## config.mk

```make
export PLATFORM = sky130hd
export DESIGN_NAME = nsd_square
export DESIGN_NICKNAME = d
export VERILOG_FILES = /design/src/rtl/newton_sqrt_distance_unit_assert.svh /design/src/rtl/nsd_square.sv
export SDC_FILE = /design/constraint.sdc
export NUM_CORES = 2
export LEC_CHECK = 0
export BUFFER_PORTS_ARGS = -buffer_cell sky130_fd_sc_hd__buf_4
export CORE_UTILIZATION = 45
export CTS_BUF_LIST = sky130_fd_sc_hd__clkbuf_4 sky130_fd_sc_hd__clkbuf_8 sky130_fd_sc_hd__clkbuf_16
export CTS_CLUSTER_DIAMETER = 80
export DETAILED_ROUTE_END_ITERATION = 7
export PLACE_DENSITY = 0.73
export SLEW_MARGIN = 20
export SYNTH_ARGS = -nofsm -noshare
export SYNTH_HDL_FRONTEND = slang
export SYNTH_SLANG_ARGS = --single-unit
```

## constraint.sdc

```tcl
create_clock -name clk -period 8 [get_ports clk]
set_input_delay 1.6 -clock clk [delete_from_list [all_inputs] [get_ports clk]]
set_output_delay 1.6 -clock clk [all_outputs]
set_load 0.05 [all_outputs]
```

## src/rtl/newton_sqrt_distance_unit_assert.svh

```systemverilog
// Assertion macros for the distance unit.
// Each expects clk and rst in scope.
`ifndef NEWTON_SQRT_DISTANCE_UNIT_ASSERT_SVH
`define NEWTON_SQRT_DISTANCE_UNIT_ASSERT_SVH

// same-cycle implication
`define NSD_ASSERT_IMPL(lbl, ante, cons) \
  lbl: assert property (@(posedge clk) disable iff (rst) (ante) |-> (cons)) \
    else $error("nsd assertion failed");

// next-cycle implication
`define NSD_ASSERT_NEXT(lbl, ante, cons) \
  lbl: assert property (@(posedge clk) disable iff (rst) (ante) |=> (cons)) \
    else $error("nsd assertion failed");

`endif

```

## src/rtl/nsd_square.sv

```systemverilog
// Squared distance in two stages: differences, then squares and sum.
module nsd_square #(
  parameter int COORD_BITS = 16,
  parameter int DIST_BITS  = 2 * COORD_BITS + 1
) (
  input  logic                         clk,
  input  logic                         rst,
  input  logic                         en,
  input  logic                         in_valid,
  input  logic signed [COORD_BITS-1:0] origin_x,
  input  logic signed [COORD_BITS-1:0] origin_y,
  input  logic signed [COORD_BITS-1:0] target_x,
  input  logic signed [COORD_BITS-1:0] target_y,
  output logic                         out_valid,
  output logic [DIST_BITS-1:0]         out_a
);

  logic                        diff_valid;
  logic signed [COORD_BITS:0]  dx;
  logic signed [COORD_BITS:0]  dy;
  logic signed [COORD_BITS:0]  dx_next;
  logic signed [COORD_BITS:0]  dy_next;
  logic signed [2*COORD_BITS+1:0] sq_x;
  logic signed [2*COORD_BITS+1:0] sq_y;
  logic [2*COORD_BITS+1:0]        sum;

  always_comb begin
    dx_next = (COORD_BITS + 1)'(origin_x) - (COORD_BITS + 1)'(target_x);
    dy_next = (COORD_BITS + 1)'(origin_y) - (COORD_BITS + 1)'(target_y);
    sq_x    = (2 * COORD_BITS + 2)'(dx) * (2 * COORD_BITS + 2)'(dx);
    sq_y    = (2 * COORD_BITS + 2)'(dy) * (2 * COORD_BITS + 2)'(dy);
    sum     = unsigned'(sq_x) + unsigned'(sq_y);
  end

  always_ff @(posedge clk) begin
    if (rst) begin
      diff_valid <= 1'b0;
      out_valid  <= 1'b0;
    end else if (en) begin
      diff_valid <= in_valid;
      out_valid  <= diff_valid;
    end
  end

  always_ff @(posedge clk) begin
    if (en) begin
      dx    <= dx_next;
      dy    <= dy_next;
      out_a <= sum[DIST_BITS-1:0];
    end
  end

endmodule

```

; ---- Word level (Yosys, flattened, before mapping)
; Index checks and enable logic that the tools add are counted.
[word_totals]
ff_bits = 69
output_inout_bits = 34
[op_classes]
add_sub_neg = 3
mul = 2
[ops]
columns = operator, n
row1 = $mul 17x17->33, 2
row2 = $sub 16x16->17, 2
row3 = $add 33x33->33, 1

; ---- Logic depth before layout (Yosys ltp)
[depth]
ltp_word = 2
ltp_mapped = 28
depth_no_buf = 26

; ---- Worst setup path after synthesis
; OpenSTA, ideal clock, no wires.
[synth_path]
path_type = reg-to-reg
start = register dy[16]
end = register out_a[32], data pin
setup_ns = 0.260
t_arrival_ns = 7.279
t_required_ns = 7.740
slack_ns = 0.461
stages_incl_launch_ff = 25
synth_period_minus_slack_ns = 7.539
path_cell_list = edfxtp_1 > clkbuf_1 > clkbuf_1 > nand2_1 > inv_1 > fa_1 > fa_1 > inv_1 > fa_1 > inv_1 > fa_1 > fa_1 > fa_1 > fa_1 > inv_1 > fa_1 > inv_1 > ha_1 > o21ai_0 > a32oi_1 > nand4_1 > o21ai_2 > a41oi_2 > o31ai_2 > xnor2_1
[synth_between]
elab_chain_cells = 2
[synth_rtl]
columns = element, line
row1 = from (decl), nsd_square.sv:20  ; logic signed [COORD_BITS:0] dy;
row2 = from (signal assigned), nsd_square.sv:48  ; dy <= dy_next;
row3 = $mul 17x17->33, nsd_square.sv:31  ; sq_y = (2 * COORD_BITS + 2)'(dy) * (2 * COORD_BITS + 2)'(dy);
row4 = $add 33x33->33, nsd_square.sv:32  ; sum = unsigned'(sq_x) + unsigned'(sq_y);
row5 = named net sum[32], nsd_square.sv:25  ; logic [2*COORD_BITS+1:0] sum;
row6 = to (signal assigned), nsd_square.sv:49  ; out_a <= sum[DIST_BITS-1:0];
row7 = to (decl), nsd_square.sv:15  ; output logic [DIST_BITS-1:0] out_a
; The timed path passes the listed nets, and every way through them passes these cells.
; A chain may end at the register's enable or synchronous reset.

; ---- Worst setup path after layout
[layout_path]
start = register dx[3]
end = register out_a[30], data pin
[layout_between]
elab_chain_cells = 2
[layout_rtl]
columns = element, line
row1 = from (decl), nsd_square.sv:19  ; logic signed [COORD_BITS:0] dx;
row2 = from (signal assigned), nsd_square.sv:47  ; dx <= dx_next;
row3 = $mul 17x17->33, nsd_square.sv:30  ; sq_x = (2 * COORD_BITS + 2)'(dx) * (2 * COORD_BITS + 2)'(dx);
row4 = $add 33x33->33, nsd_square.sv:32
row5 = named net sum[30], nsd_square.sv:25
; The timed path passes the listed nets, and every way through them passes these cells.

==> impl_metrics.py <==
metrics = {
    "worst_setup_path": {
        "reg2reg_from": "dx[3]",
        "crit_arrival_ps": 7750,
        "cp.required_ps": 8140,
        "end_kind": "flop",
        "rrSetupSlack_ps": 400,
        "critical_path.startpoint": "dx[3]",
        "start_kind": "flop",
        "reg2reg_depth": 23,
        "path_class": "flop to flop",
        "path_max_fanout": 12,
        "cp-endpoint": "out_a[30]",
        "r2r_end": "out_a[30]",
    },
    "sta": {
        "period_minus_slack_ps": 7600,
        "drv_slew": 0,
        "clock.fmax_ghz": 0.132,
        "skew_ps": 16.9,
        "setup_viol": 0,
        "rsz0062_at_grt": "false",
        "relSlewSlack_pct": 34.7,
        "tightest_slew_ps": 980,
        "worst_slack_ps": 396,
        "hold_viol": 0,
        "min_period_over_period_pct": 95.1,
        "tns_ps": 0,
    },
    "grt": {
        "grt_pass1_vias": 17347,
        "antenna_found_initial": 0,
        "grt_pass1_wl_um": 85900,
        "grt_start_max_net_pins": 70,
        "grt_overflow_total": 0,
        "grt_use_total_pct": 21.3,
    },
    "place": {
        "post-place-ws_ps": 198,
        "port_buffers": 101,
        "place_congestion": 0.890,
        "dp_hpwl_um": 45300,
    },
    "synth": {
        "ys_warn_count": 0,
        "synth.avg_cell_area_um2": 9.91,
        "synthDominantCellAreaShare_pct": 51.1,
        "syn_nets": 3155,
        "ys_seq_area_share_pct": 8.92,
        "ys_ff_latch": 69,
        "synth_edf_count": 67,
        "yosysTopAreaCell": "fa_1",
        "synthCells": 2323,
        "postSynth.asyncResetShare_pct": 0,
        "ys_types": 58,
        "synth_area_mm2": 0.0230,
        "synthTopCellsByArea": "fa_1 (51%), inv_1 (13%), ha_1 (9.6%)",
        "synth_top_flop_cell": "edfxtp_1",
    },
    "finish": {
        "fin_nets": 3274,
        "multi_input_area_mm2": 0.0179,
        "antenna_cells": 0,
        "fill_cells": 4642,
        "area_delta_synth_final_pct": 9.40,
        "regArea_mm2": 0.00205,
        "drive_above_1_share_pct": 7.89,
    },
    "clocking": {
        "htreeDepth": 3,
        "cts.hold.buffers_added": 0,
        "cts_root_buf": "clkbuf_16",
        "insertion_delay_ps": 390,
        "cts_tree": "yes",
        "cts_inserted_buffers": 9,
        "numClockSinks": 69,
        "cts.clk_slew.worst_paths_ps": 70,
        "cts_max_path_buffers": 2,
    },
    "routing": {
        "wl_per_cell_um": 16.4,
        "drt_first_pass_iters": 5,
        "vias": 15244,
        "drtAntennaViolNets": 0,
        "wl_um": 51300,
        "drtIter0Drc": 571,
        "viasPerCell": 4.89,
        "drc": 0,
    },
    "die": {
        "die-area_mm2": 0.0520,
        "coreArea_mm2": 0.0503,
        "num_io_pins": 102,
        "die_w_um": 228,
        "dieHeight_um": 228,
        "initial_utilization_pct": 45.8,
        "fp-row-count": 82,
    },
    "worst_hold_path": {
        "hold_class": "flop to flop",
    },
    "status": {
        "status": "complete, no violations",
    },
    "run": {
        "drv_cap": 0,
    },
}
registers in the layout, summed over array words and instances, names as in the netlist:
| signal | cells |
|---|---|
| out_valid | 1 |
| out_a | 33 |
| dy | 17 |
| diff_valid | 1 |
| dx | 17 |
worst min-delay path by stage:
stage | from | to | slack, ps | cells after the start
after floorplan | diff_valid | diff_valid | 460 | 2
after global placement | diff_valid | diff_valid | 470 | 2
after detailed placement | diff_valid | diff_valid | 490 | 2
after CTS | out_valid | out_valid | 510 | 2
after global routing | diff_valid | diff_valid | 530 | 2
final | out_valid | out_valid | 510 | 2
what timing repair did:
action                                  in CTS  in global routing
resized for setup                            0                  1
endpoints found under the setup margin       0                  6
buffers inserted                             0                 18
routing by layer:
metal | share of wire, % | routed length (um) | vias to the layer above | track usage, %
li1 | - | - | 6900 | -
met1 | 36 | 18500 | 7943 | 24.4
met2 | 56 | 28800 | 301 | 39.6
met3 | 3.2 | 1630 | 100 | 2.48
met4 | 4.5 | 2320 | 0 | 9.52
met5 | 0 | 0 | - | 0
cell families (layout without fill, tap and decap cells):
kind of cell | Yosys count | in the layout | synth area share (%)
xor+xnor | 88 | 88 | 3.35
mux | 5 | 5 | 0.223
buf+inv | 826 | 950 | 13.5
fa+ha+maj | 764 | 764 | 60.7
flops | 69 | 69 | 8.92
simple gates | 425 | 425 | 8.94
compound gates | 146 | 146 | 4.40
synthesized netlist by cell type, types with 7 or more instances:
master / n
a211oi_1: 7
a21o_1: 18
a21oi_1: 42
and2_1: 104
clkbuf_1: 46
edfxtp_1: 67
fa_1: 587
ha_1: 177
inv_1: 779
nand2_1: 174
nand2b_1: 13
nor2_1: 65
nor2b_1: 31
nor3_1: 11
o21ai_0: 23
xnor2_1: 72
xor2_1: 16
critical path, stage by stage (launching register included):
cell,delay (ps)
edfxtp_1,530
buf_4,270
nand2_1,120
inv_1,70
fa_1,510
fa_1,510
fa_1,490
inv_1,50
fa_1,530
inv_1,50
fa_1,480
fa_1,500
fa_1,480
inv_1,50
fa_1,470
inv_1,80
ha_1,360
a21oi_1,350
o211ai_2,190
a41oi_4,400
o21ai_2,160
a41oi_2,390
o21bai_1,160
xor2_1,150
metrics by stage:
stage	std cells	hold slack [ps]	cell area, um^2	util [%]
finish	3119	508	25200	50.1
global route	3119	528	25200	50.1
CTS	3101	513	25000	49.7
detailed placement	3085	492	24700	49.1
global placement	3085	475	24700	49.1
floorplan	2323	460	23000	-
cell usage in the layout, fill, tap and decap left out, types with 3 or more instances in the layout:
master     instances
a211oi_1           7
a21o_1            18
a21oi_1           41
a311oi_1           3
a31o_2             4
a31oi_1            5
and2_1           104
and3_1             5
buf_12             3
buf_4            151
clkbuf_16          9
edfxtp_1          67
fa_1             587
ha_1             177
inv_1            779
mux2i_1            4
nand2_1          174
nand2b_1          13
nand3_1            4
nand3b_1           3
nand4_1            3
nor2_1            65
nor2b_1           31
nor3_1            11
o211ai_1           3
o21a_1             6
o21ai_0           23
o21ai_1            5
o21bai_1           6
or2_2              5
xnor2_1           72
xor2_1            16
cell type report:
class / instances / area share, %
Clock buffer: 9 / 0.895
Clock inverter: 7 / 0.288
Inverter: 780 / 11.6
Multi-Input combinational cell: 1428 / 71.0
Sequential cell: 69 / 8.15
Tap cell: 672 / 3.34
Timing Repair Buffer: 154 / 4.74
Power is not shown: default switching activity piles up to over one toggle a cycle in this logic, so the estimate is an artifact.
